==> src/hdl/cfwp_pkg.sv <==
package cfwp_pkg;

  localparam int unsigned DEPTH  = 16;
  localparam int unsigned ADDR_W = $clog2(DEPTH);
  localparam int unsigned CNT_W  = $clog2(DEPTH + 1);
  localparam int unsigned DATA_W = 32;
  localparam int unsigned OFF_W  = 4;
  localparam int unsigned REQ_W  = 2;

  localparam int unsigned IN_TDATA_W  = 40;
  localparam int unsigned OUT_TDATA_W = 40;

  localparam logic [REQ_W-1:0] REQ_PUSH = 2'd0;
  localparam logic [REQ_W-1:0] REQ_POP  = 2'd1;
  localparam logic [REQ_W-1:0] REQ_PEEK = 2'd2;

endpackage

==> src/hdl/cfwp_ram.sv <==
module cfwp_ram #(
  parameter int unsigned WIDTH = 32,
  parameter int unsigned DEPTH = 16
) (
  input  logic                     clk_i,
  input  logic                     we_i,
  input  logic [$clog2(DEPTH)-1:0] waddr_i,
  input  logic [WIDTH-1:0]         wdata_i,
  input  logic                     re_i,
  input  logic [$clog2(DEPTH)-1:0] raddr_i,
  output logic [WIDTH-1:0]         rdata_o
);

  logic [WIDTH-1:0] mem_q [DEPTH];
  logic [WIDTH-1:0] rdata_q;

  always_ff @(posedge clk_i) begin
    if (we_i) begin
      mem_q[waddr_i] <= wdata_i;
    end
    if (re_i) begin
      rdata_q <= mem_q[raddr_i];
    end
  end

  assign rdata_o = rdata_q;

endmodule

==> src/hdl/circular_fifo_with_peek.sv <==
// Ring-buffer FIFO with peek, capacity set by a register (1 to 16 entries).
// Input stream: one beat is one request. tuser carries the request kind
// (push, pop, peek); tdata carries the push value and the peek offset.
// Output stream: exactly one result beat per request. tuser is the success
// flag; tdata carries the popped or peeked value (zero on push or failure)
// and the occupancy after the request.
// Push, failed requests and unknown kinds answer in the cycle after
// acceptance; a successful pop or peek answers through the registered read
// of the slot memory and then the result register. One request is in flight
// at a time, so the block takes a push every cycle while the receiver keeps
// up, and takes no request during the slot read of a pop or peek.
// A capacity write empties the FIFO; write it only while no request is in
// flight. Capacity zero acts as one, above sixteen as sixteen.
// Reset empties the FIFO and sets capacity to sixteen; stored data is not
// cleared. The result register holds its beat while the receiver stalls, and
// the input accepts the next beat only when that register is free or being
// taken in the same cycle.
module circular_fifo_with_peek (
  input  logic                                clk_i,
  input  logic                                rst_ni,
  input  logic                                cfg_we_i,
  input  logic [cfwp_pkg::CNT_W-1:0]          cfg_wdata_i,
  input  logic                                s_axis_tvalid_i,
  output logic                                s_axis_tready_o,
  // [31:0] push_value, [35:32] peek_offset, [39:36] zero
  input  logic [cfwp_pkg::IN_TDATA_W-1:0]     s_axis_tdata_i,
  // [1:0] req_type
  input  logic [cfwp_pkg::REQ_W-1:0]          s_axis_tuser_i,
  output logic                                m_axis_tvalid_o,
  input  logic                                m_axis_tready_i,
  // [31:0] value, [36:32] occupancy, [39:37] zero
  output logic [cfwp_pkg::OUT_TDATA_W-1:0]    m_axis_tdata_o,
  // [0] ok
  output logic                                m_axis_tuser_o
);

  import cfwp_pkg::*;

  localparam logic ST_IDLE = 1'b0;
  localparam logic ST_READ = 1'b1;

  logic              state_q, state_d;
  logic [CNT_W-1:0]  cap_q;
  logic [CNT_W-1:0]  used;
  logic [ADDR_W-1:0] head_q, head_d;
  logic [ADDR_W-1:0] tail_q, tail_d;
  logic [CNT_W-1:0]  count_q, count_d;
  logic [CNT_W-1:0]  pend_occ_q;

  logic              out_valid_q;
  logic              out_ok_q;
  logic [DATA_W-1:0] out_value_q;
  logic [CNT_W-1:0]  out_occ_q;

  logic [REQ_W-1:0]  req;
  logic [DATA_W-1:0] push_value;
  logic [OFF_W-1:0]  peek_offset;

  logic              accept;
  logic              push_ok, pop_ok, peek_ok, rd_go;
  logic [CNT_W:0]    peek_sum;
  logic [CNT_W:0]    peek_wrap;
  logic [ADDR_W-1:0] peek_pos;
  logic [CNT_W-1:0]  head_inc, tail_inc;
  logic [ADDR_W-1:0] rd_addr;
  logic [DATA_W-1:0] rd_data;

  assign req         = s_axis_tuser_i;
  assign push_value  = s_axis_tdata_i[DATA_W-1:0];
  assign peek_offset = s_axis_tdata_i[DATA_W+OFF_W-1:DATA_W];

  always_comb begin
    if (cap_q == '0) begin
      used = CNT_W'(1);
    end else if (cap_q > CNT_W'(DEPTH)) begin
      used = CNT_W'(DEPTH);
    end else begin
      used = cap_q;
    end
  end

  assign s_axis_tready_o = (state_q == ST_IDLE) && (!out_valid_q || m_axis_tready_i);
  assign accept          = s_axis_tvalid_i && s_axis_tready_o;

  assign push_ok = (req == REQ_PUSH) && (count_q < used);
  assign pop_ok  = (req == REQ_POP) && (count_q != '0);
  assign peek_ok = (req == REQ_PEEK) && ((CNT_W+1)'(peek_offset) < (CNT_W+1)'(count_q));
  assign rd_go   = accept && (pop_ok || peek_ok);

  // wrap head + offset once: both are below the capacity
  assign peek_sum  = (CNT_W+1)'(head_q) + (CNT_W+1)'(peek_offset);
  assign peek_wrap = (peek_sum >= (CNT_W+1)'(used)) ? (peek_sum - (CNT_W+1)'(used))
                                                     : peek_sum;
  assign peek_pos  = peek_wrap[ADDR_W-1:0];
  assign rd_addr   = (req == REQ_POP) ? head_q : peek_pos;

  assign head_inc = CNT_W'(head_q) + CNT_W'(1);
  assign tail_inc = CNT_W'(tail_q) + CNT_W'(1);

  always_comb begin
    head_d  = head_q;
    tail_d  = tail_q;
    count_d = count_q;
    state_d = state_q;
    if (cfg_we_i) begin
      head_d  = '0;
      tail_d  = '0;
      count_d = '0;
    end else if (accept) begin
      if (push_ok) begin
        tail_d  = (tail_inc >= used) ? '0 : tail_inc[ADDR_W-1:0];
        count_d = count_q + CNT_W'(1);
      end else if (pop_ok) begin
        head_d  = (head_inc >= used) ? '0 : head_inc[ADDR_W-1:0];
        count_d = count_q - CNT_W'(1);
      end
    end
    case (state_q)
      ST_IDLE: begin
        if (rd_go) begin
          state_d = ST_READ;
        end
      end
      ST_READ: begin
        state_d = ST_IDLE;
      end
      default: begin
        state_d = ST_IDLE;
      end
    endcase
  end

  cfwp_ram #(
    .WIDTH (DATA_W),
    .DEPTH (DEPTH)
  ) u_slots (
    .clk_i   (clk_i),
    .we_i    (accept && push_ok),
    .waddr_i (tail_q),
    .wdata_i (push_value),
    .re_i    (rd_go),
    .raddr_i (rd_addr),
    .rdata_o (rd_data)
  );

  always_ff @(posedge clk_i or negedge rst_ni) begin
    if (!rst_ni) begin
      state_q     <= ST_IDLE;
      cap_q       <= CNT_W'(DEPTH);
      head_q      <= '0;
      tail_q      <= '0;
      count_q     <= '0;
      out_valid_q <= 1'b0;
    end else begin
      state_q <= state_d;
      head_q  <= head_d;
      tail_q  <= tail_d;
      count_q <= count_d;
      if (cfg_we_i) begin
        cap_q <= cfg_wdata_i;
      end
      if ((accept && !rd_go) || (state_q == ST_READ)) begin
        out_valid_q <= 1'b1;
      end else if (m_axis_tready_i) begin
        out_valid_q <= 1'b0;
      end
    end
  end

  always_ff @(posedge clk_i) begin
    if (rd_go) begin
      pend_occ_q <= count_d;
    end
    if (accept && !rd_go) begin
      out_ok_q    <= push_ok;
      out_value_q <= '0;
      out_occ_q   <= count_d;
    end else if (state_q == ST_READ) begin
      out_ok_q    <= 1'b1;
      out_value_q <= rd_data;
      out_occ_q   <= pend_occ_q;
    end
  end

  assign m_axis_tvalid_o = out_valid_q;
  assign m_axis_tuser_o  = out_ok_q;
  assign m_axis_tdata_o  = {(OUT_TDATA_W - DATA_W - CNT_W)'(0), out_occ_q, out_value_q};

  a_count_bound: assert property (@(posedge clk_i) disable iff (!rst_ni)
    count_q <= used)
    else $error("count exceeds capacity");

  a_head_bound: assert property (@(posedge clk_i) disable iff (!rst_ni)
    (head_q < used) || cfg_we_i || $past(cfg_we_i))
    else $error("head outside ring");

  a_empty_aligned: assert property (@(posedge clk_i) disable iff (!rst_ni)
    (count_q == '0) |-> (head_q == tail_q))
    else $error("empty ring with head and tail apart");

  a_read_blocks: assert property (@(posedge clk_i) disable iff (!rst_ni)
    (state_q == ST_READ) |-> !s_axis_tready_o)
    else $error("request taken during slot read");

  a_read_result: assert property (@(posedge clk_i) disable iff (!rst_ni)
    (state_q == ST_READ) |=> (out_valid_q && out_ok_q))
    else $error("slot read produced no result");

endmodule

==> config.mk <==
export PLATFORM = sky130hd
export DESIGN_NAME = circular_fifo_with_peek
export DESIGN_NICKNAME = d
export VERILOG_FILES = /design/src/hdl/cfwp_pkg.sv /design/src/hdl/cfwp_ram.sv /design/src/hdl/circular_fifo_with_peek.sv
export SDC_FILE = /design/constraint.sdc
export NUM_CORES = 1
export LEC_CHECK = 0
export BUFFER_PORTS_ARGS = -buffer_cell sky130_fd_sc_hd__buf_2
export CAP_MARGIN = 25
export CORE_UTILIZATION = 65
export CTS_CLUSTER_DIAMETER = 100
export CTS_CLUSTER_SIZE = 20
export DETAILED_ROUTE_END_ITERATION = 8
export MAX_ROUTING_LAYER = met4
export PLACE_DENSITY = 0.83
export SYNTH_ARGS = -nofsm -noshare
export SYNTH_HDL_FRONTEND = slang
export SYNTH_SLANG_ARGS = --single-unit
==> constraint.sdc <==
create_clock -name clk_i -period 9.5 [get_ports clk_i]
set_input_delay 1.9 -clock clk_i [delete_from_list [all_inputs] [get_ports clk_i]]
set_output_delay 1.9 -clock clk_i [all_outputs]
set_load 0.1 [all_outputs]
==> out/qor.csv, run 1 <==
metric,value,unit
Via-to-Cell Ratio,6.452,
# H-tree levels,2,
Final #Nets,1779,
Core Region,0.03670,sq mm
setup bufs post-CTS,0,
# hold bufs at CTS,0,
largest net degree at the start of global routing,257,
Clock Latency Late Sink,0.55,ns
skew final,0.02368,ns
worst setup path class,in -> reg,
Gate power share,0.320,
R2R cell count,13,
I/O pin cnt,95,
yosys warns,0,
run status,completed,
Slowest cell on crit path,buf_4,
Hold Path Class,reg -> reg,
reg-to-reg critical path startpoint,head_q[0],
top_reg_cell synth,edfxtp_1,
WP data required,9.74,ns
Post-Syn Instances,1640,
Die X,195.5,um
drt first pass iters,5,
synth unique cells,51,
leakage,9.216,nW
Layout fillers,2195,
Post-synth EDFFs,555,
RSZ-0062 raised after global routing,no,
aggregate global-route resource usage,0.2809,
vias in the first global route,13690,
post-route ant nets,0,
Worst-path clk slew,0.08,ns
drt first-iter violations,1642,
"IR drop worst, VDD",0.0002232,V
Top Family by Delay on Critical Path,compound AO/OA/AOI/OAI gates,
share of cells above drive strength 1,0.1081,
Storage cell area,0.01781,sq mm
CTS tree,done,
worst-path fanout max,48,
Seq cells post-synth,607,
fin crit share,0.6372,
CTS Buffer Depth,3,
crit-path cells,buf_2 -> ha_1 -> fa_1 -> xor2_1 -> ha_1 -> a211o_1 -> a221o_1 -> a221o_1 -> nand2_4 -> buf_4 -> mux2i_1 -> a22oi_1 -> a32oi_1 -> o221ai_1,
final setup fails,0,
syn_area_per_cell,14.83,sq um
"Hold Vio Cnt, Final",0,
most frequent cells in the layout,"edfxtp_1 (555), nand2_1 (246), a21oi_1 (144)",
startpoint types,primary input,
first-pass GRT wire length,78180,um
synth-to-layout area growth,8.389,%
final wirelength,52060,um
PD cells,254.9,mW/mm^2
num rows,70,
Vias,14143,
internal reg-to-reg setup slack,4.40,ns
Rel. slew slack,0.2069,
Pint,4.504,mW
Critical Path AT,6.30,ns
reg-to-reg endpoint,u_slots.rdata_o[8],
Placer Congestion,0.8511,
Die ar.,0.03820,sq mm
"Seq/Total Area, Yosys",0.7321,
dpl hpwl,27120,um
CTS buffer count,36,
Fmax achieved,165.2,MHz
Routed WL per cell,23.75,um
placed cell count,2117,
initial antenna violation count,3,
Final min period,6.053,ns
max_cap viols,0,
Crit path buffers/inverters,2,
"commonest non-fill, non-tap cell in the layout",edfxtp_1,
fin. max-slew vios,0,
Resize count post-CTS,0,
PortBufs,87,
switching share of total power,0.3299,
Setup crit start,s_axis_tdata_i[32],
Syn Std Cell Area,0.02433,sq mm
Die Ht,195.5,um
Setup TNS Final,0,ns
total power draw,6.722,mW
worst slew pin tran,1.190,ns
GR Overflow Total,0,
# clock sinks,607,
residual DRC count,0,
CTS root buf,clkbuf_16,
endpoint type of the worst setup path,flip-flop,
critical path endpoint,u_slots.rdata_o[8],
"Cell Count, Final, Fillers Out",2192,
clock group share of total power,0.232,
Stages on worst setup path,14,
Seq pwr share,0.448,
Post-synth ARST share,0.03295,
Worst path max stage delay,0.58,ns
Sw Pwr,2.218,mW
Initial Utilization,0.6629,
footprint of the multi-input gates,0.006041,sq mm
-- logic make-up after synthesis --
family          after synthesis  share of synthesized area
flops                       607                     0.7321
compound gates              355                     0.1011
simple gates                384                    0.06687
fa+ha+maj                    35                    0.01862
other cells                   1                  0.0001542
buf+inv                     115                    0.02263
mux                         133                    0.05493
xor+xnor                     10                   0.003600
-- how the worst min path moves through the flow --
stage	from	end	slack, ns	cells past startpoint
final	u_slots.rdata_o[24]	out_value_q[24]	0.48	2
after CTS	u_slots.rdata_o[24]	out_value_q[24]	0.49	2
after detailed placement	u_slots.rdata_o[17]	out_value_q[17]	0.47	2
after global routing	u_slots.rdata_o[24]	out_value_q[24]	0.50	2
after global placement	u_slots.rdata_o[5]	out_value_q[5]	0.46	2
after floorplan	u_slots.rdata_o[0]	out_value_q[0]	0.46	2
-- registers in the layout, indices dropped and copies added, names as in the netlist, 4 cells and up --
name             flops
out_value_q         32
pend_occ_q           5
head_q               4
cap_q                5
u_slots.rdata_o     32
out_occ_q            5
count_q              5
tail_q               4
u_slots.mem_q      512
-- worst min-delay path, stage by stage, from the launching register on --
cell and delay [ns]:
edfxtp_1 0.32, mux2i_1 0.06, nor2_1 0.07
-- layout make-up --
class	count	share of cell area
timing repair buffer	115	0.03104
inverter	12	0.001708
sequential	607	0.6755
clock buffer	63	0.03882
tap	468	0.02221
antenna	4	0.0003796
multi-input combinational	920	0.2291
clock inverter	3	0.001281
-- metal layers --
metal / GRT usage / share of wire / vias to the layer above / routed length (um)
met4: 0.09711 / 0.028 / 0 / 1456
met5: - / 0 / - / 0
met3: 0.03921 / 0.078 / 112 / 4084
met1: 0.3687 / 0.39 / 7006 / 20490
li1: - / - / 6358 / -
met2: 0.4557 / 0.50 / 667 / 26040
-- synth_stat cells (6+ instances only) --
master      n  area, sq um
nor2_1     43        161.4
dfxtp_1    32        640.6
nand2b_1   13        81.33
edfxtp_1  555        16670
nand2_1   247        927.1
a21oi_1   145        725.7
buf_4      11        82.58
inv_1      12        45.04
dfrtp_1    19        475.5
nand3_1    38        190.2
buf_2      14        70.07
o221ai_1   31        271.5
a22o_1     66        578.1
nor3_1      6        30.03
a32oi_1    31        271.5
xnor2_1     6        52.55
a21o_1     12        90.09
a22oi_1    34        255.2
and3_1      6        37.54
o21ai_0    16        80.08
mux2i_1   129         1291
buf_6       8        90.09
and2_1     19        118.9
buf_1      27        101.4
clkbuf_1   43        161.4
ha_1       33        412.9
-- power by group through the flow --
stage                     sequential (mW)  clock, mW  combinational, mW
after detailed placement             3.07          0               2.12
after CTS                            3.01       1.57               2.14
after floorplan                      3.16          0               1.58
final                                3.01       1.56               2.15
after global routing                 3.02       1.66               2.33
after global placement               3.07          0               2.01
-- metrics by stage --
stage / hold WS, ns / utilization / instance area [sq um] / setup slack, ns
2_1_floorplan: 0.4564 / - / 24330 / 3.206
3_3_place_gp: 0.4625 / 0.6839 / 25100 / 3.037
3_5_place_dp: 0.4704 / 0.6865 / 25190 / 3.006
4_1_cts: 0.4871 / 0.7153 / 26250 / 3.508
5_1_grt: 0.4977 / 0.7184 / 26360 / 3.278
6_report: 0.4832 / 0.7185 / 26370 / 3.447
Power figures use the tool's default switching activity.
==> run 2: changes to the inputs <==
--- a/config.mk
+++ b/config.mk
@@ -7,12 +7,12 @@
 export LEC_CHECK = 0
 export BUFFER_PORTS_ARGS = -buffer_cell sky130_fd_sc_hd__buf_2
 export CAP_MARGIN = 25
-export CORE_UTILIZATION = 65
+export CORE_UTILIZATION = 61
 export CTS_CLUSTER_DIAMETER = 100
 export CTS_CLUSTER_SIZE = 20
 export DETAILED_ROUTE_END_ITERATION = 8
 export MAX_ROUTING_LAYER = met4
-export PLACE_DENSITY = 0.83
+export PLACE_DENSITY = 0.79
 export SYNTH_ARGS = -nofsm -noshare
 export SYNTH_HDL_FRONTEND = slang
 export SYNTH_SLANG_ARGS = --single-unit
==> constraint.sdc (replaced) <==
create_clock -name clk_i -period 6 [get_ports clk_i]
set_input_delay 1.2 -clock clk_i [delete_from_list [all_inputs] [get_ports clk_i]]
set_output_delay 1.2 -clock clk_i [all_outputs]
set_load 0.1 [all_outputs]
==> run 2 against run 1 <==
Clock power increased by 57%. Wire length decreased by 0.33%. Largest cell class unchanged. Highest routed layer unchanged. Utilization decreased by 3.8 points. First-iteration DRC count decreased by 14%. Clock-buffer cell count decreased by 2. Final area increased by 0.61%. Sequential share of layout area decreased by 0.41 points. Combinational power increased by 65%.
==> out/qor.csv, run 2 (synthesis results as in run 1) <==
metric,value,unit,change
top layer in use,met4,,unchanged
# clock sinks,607,,unchanged
# hold bufs at CTS,0,,unchanged
Die ar.,0.04068,sq mm,was 0.03820 sq mm
I/O pin cnt,95,,unchanged
max_cap viols,0,,unchanged
Largest register FFs,512,,unchanged
Via-to-Cell Ratio,6.283,,was 6.452
post-route ant nets,0,,unchanged
Placer Congestion,0.8228,,was 0.8511
Die X,201.7,um,was 195.5 um
RSZ-0062 raised after global routing,no,,unchanged
aggregate global-route resource usage,0.2627,,was 0.2809
Worst path max stage delay,0.61,ns,was 0.58 ns
"Most flops, register",u_slots.mem_q,,unchanged
Vias,14106,,was 14143
Rel. slew slack,0.2962,,was 0.2069
GR Overflow Total,0,,unchanged
design area,0.02653,sq mm,was 0.02637 sq mm
fin. max-slew vios,0,,unchanged
Critical Path AT,5.24,ns,was 6.30 ns
synth-to-layout area growth,9.047,%,was 8.389%
drt first pass iters,5,,unchanged
final setup fails,0,,unchanged
num rows,72,,was 70
skew final,0.02844,ns,was 0.02368 ns
largest net degree at the start of global routing,64,,was 257
Top Family by Delay on Critical Path,compound AO/OA/AOI/OAI gates,,unchanged
initial antenna violation count,3,,unchanged
setup bufs post-CTS,0,,unchanged
leakage,9.261,nW,was 9.216 nW
Routed met2 length,25700,um,was 26040 um
CTS Buffer Depth,3,,unchanged
Clock Latency Late Sink,0.56,ns,was 0.55 ns
worst setup path class,in -> reg,,unchanged
residual DRC count,0,,unchanged
fin crit share,0.8187,,
crit-path cells,buf_2 -> ha_1 -> fa_1 -> xor2_1 -> ha_1 -> a211o_1 -> a221oi_1 -> o211ai_1 -> o21ai_0 -> nand2_1 -> buf_12 -> o221ai_1,,was buf_2 -> ha_1 -> fa_1 -> xor2_1 -> ha_1 -> a211o_1 -> a221o_1 -> a221o_1 -> nand2_4 -> buf_4 -> mux2i_1 -> a22oi_1 -> a32oi_1 -> o221ai_1
Crit path buffers/inverters,2,,unchanged
# H-tree levels,2,,unchanged
placed cell count,2174,,was 2117
Layout fillers,2541,,was 2195
Die Ht,201.7,um,was 195.5 um
WP data required,6.33,ns,was 9.74 ns
Worst-path clk slew,0.08,ns,about the same
Fmax achieved,203.6,MHz,
Final #Nets,1784,,was 1779
dpl hpwl,28420,um,was 27120 um
footprint of the multi-input gates,0.006041,sq mm,unchanged
first-pass GRT wire length,78120,um,was 78180 um
run status,completed,,unchanged
"most used cell, CP",ha_1,,
"commonest non-fill, non-tap cell in the layout",edfxtp_1,,unchanged
CTS buffer count,36,,unchanged
"Cell Count, Final, Fillers Out",2245,,was 2192
M1 WL,21410,um,was 20490 um
dpl cell area,0.02540,sq mm,was 0.02519 sq mm
"Hold Vio Cnt, Final",0,,unchanged
"IR drop worst, VDD",0.0003158,V,was 0.0002232 V
Initial Utilization,0.6236,,was 0.6629
CTS root buf,clkbuf_16,,unchanged
Final min period,4.912,ns,
PortBufs,87,,unchanged
vias in the first global route,13530,,was 13690
startpoint types,primary input,,unchanged
most frequent cells in the layout,"edfxtp_1 (555), nand2_1 (246), a21oi_1 (144)",,unchanged
share of cells above drive strength 1,0.1098,,was 0.1081
Resize count post-CTS,0,,unchanged
Core Region,0.03901,sq mm,was 0.03670 sq mm
endpoint type of the worst setup path,flip-flop,,unchanged
Routed WL per cell,23.11,um,was 23.75 um
Slowest cell on crit path,a221oi_1,,was buf_4
worst slew pin tran,1.056,ns,was 1.190 ns
routed wl met3,3289,um,was 4084 um
worst-path fanout max,26,,was 48
PD cells,405.7,mW/mm^2,was 254.9 mW/mm^2
Hold Path Class,reg -> reg,,unchanged
CTS tree,done,,unchanged
drt first-iter violations,1408,,was 1642
Storage cell area,0.01781,sq mm,unchanged
final wirelength,51890,um,was 52060 um
Setup TNS Final,0,ns,unchanged
total power draw,10.76,mW,was 6.722 mW
## run 2: changes by cell type in the layout (fill, tap and decap cells not counted)
| cell | previous run | this run |
|---|---|---|
| buf_12 | 9 | 17 |
| buf_16 | 3 | 2 |
| buf_4 | 16 | 14 |
| clkbuf_1 | 26 | 24 |
| diode_2 | 4 | 6 |
| inv_6 | 2 | 0 |
## run 2: layout make-up
class | instances | share of cell area
timing repair buffer | 120 | 0.03528
multi-input combinational | 920 | 0.2277
inverter | 12 | 0.001698
clock buffer | 61 | 0.03830
sequential | 607 | 0.6714
tap | 518 | 0.02443
clock inverter | 1 | 0.0006132
antenna | 6 | 0.0005660
## run 2: worst min-delay path: stages, from the launching register on
cell,delay (ns)
edfxtp_1,0.32
mux2i_1,0.06
nor2_1,0.07
## run 2: layer usage
metal  GRT usage  up-vias
met5           -        -
met4     0.09226        0
met3     0.03547      118
met2      0.4280      520
met1      0.3420     7091
li1            -     6377
## run 2: power breakdown
group | switching (mW) | internal [mW] | total, mW
logic | 2.22 | 1.32 | 3.54
clock network | 1.29 | 1.17 | 2.45
registers | 0.0326 | 4.74 | 4.77
## run 2: worst paths after layout
path | start | end | slack, ns | cells past startpoint
max | s_axis_tdata_i[32] | u_slots.rdata_o[23] | 1.09 | 12
min | u_slots.rdata_o[16] | out_value_q[16] | 0.48 | 2
max reg2reg | cap_q[4] | u_slots.mem_q[8][25] | 1.28 | 10
min reg2reg | u_slots.rdata_o[16] | out_value_q[16] | 0.48 | 2
max in group asynchronous | rst_ni | state_q | 5.05 | 1
min in group asynchronous | rst_ni | cap_q[0] | 0.59 | 1
## run 2: stage by stage
step	worst slack, ns	util	hold slack (ns)
floorplan	0.4063	-	0.4564
global placement	0.6947	0.6502	0.4627
detailed placement	0.6150	0.6513	0.4710
CTS	1.184	0.6777	0.4899
global route	0.9539	0.6799	0.5187
finish	1.088	0.6800	0.4790
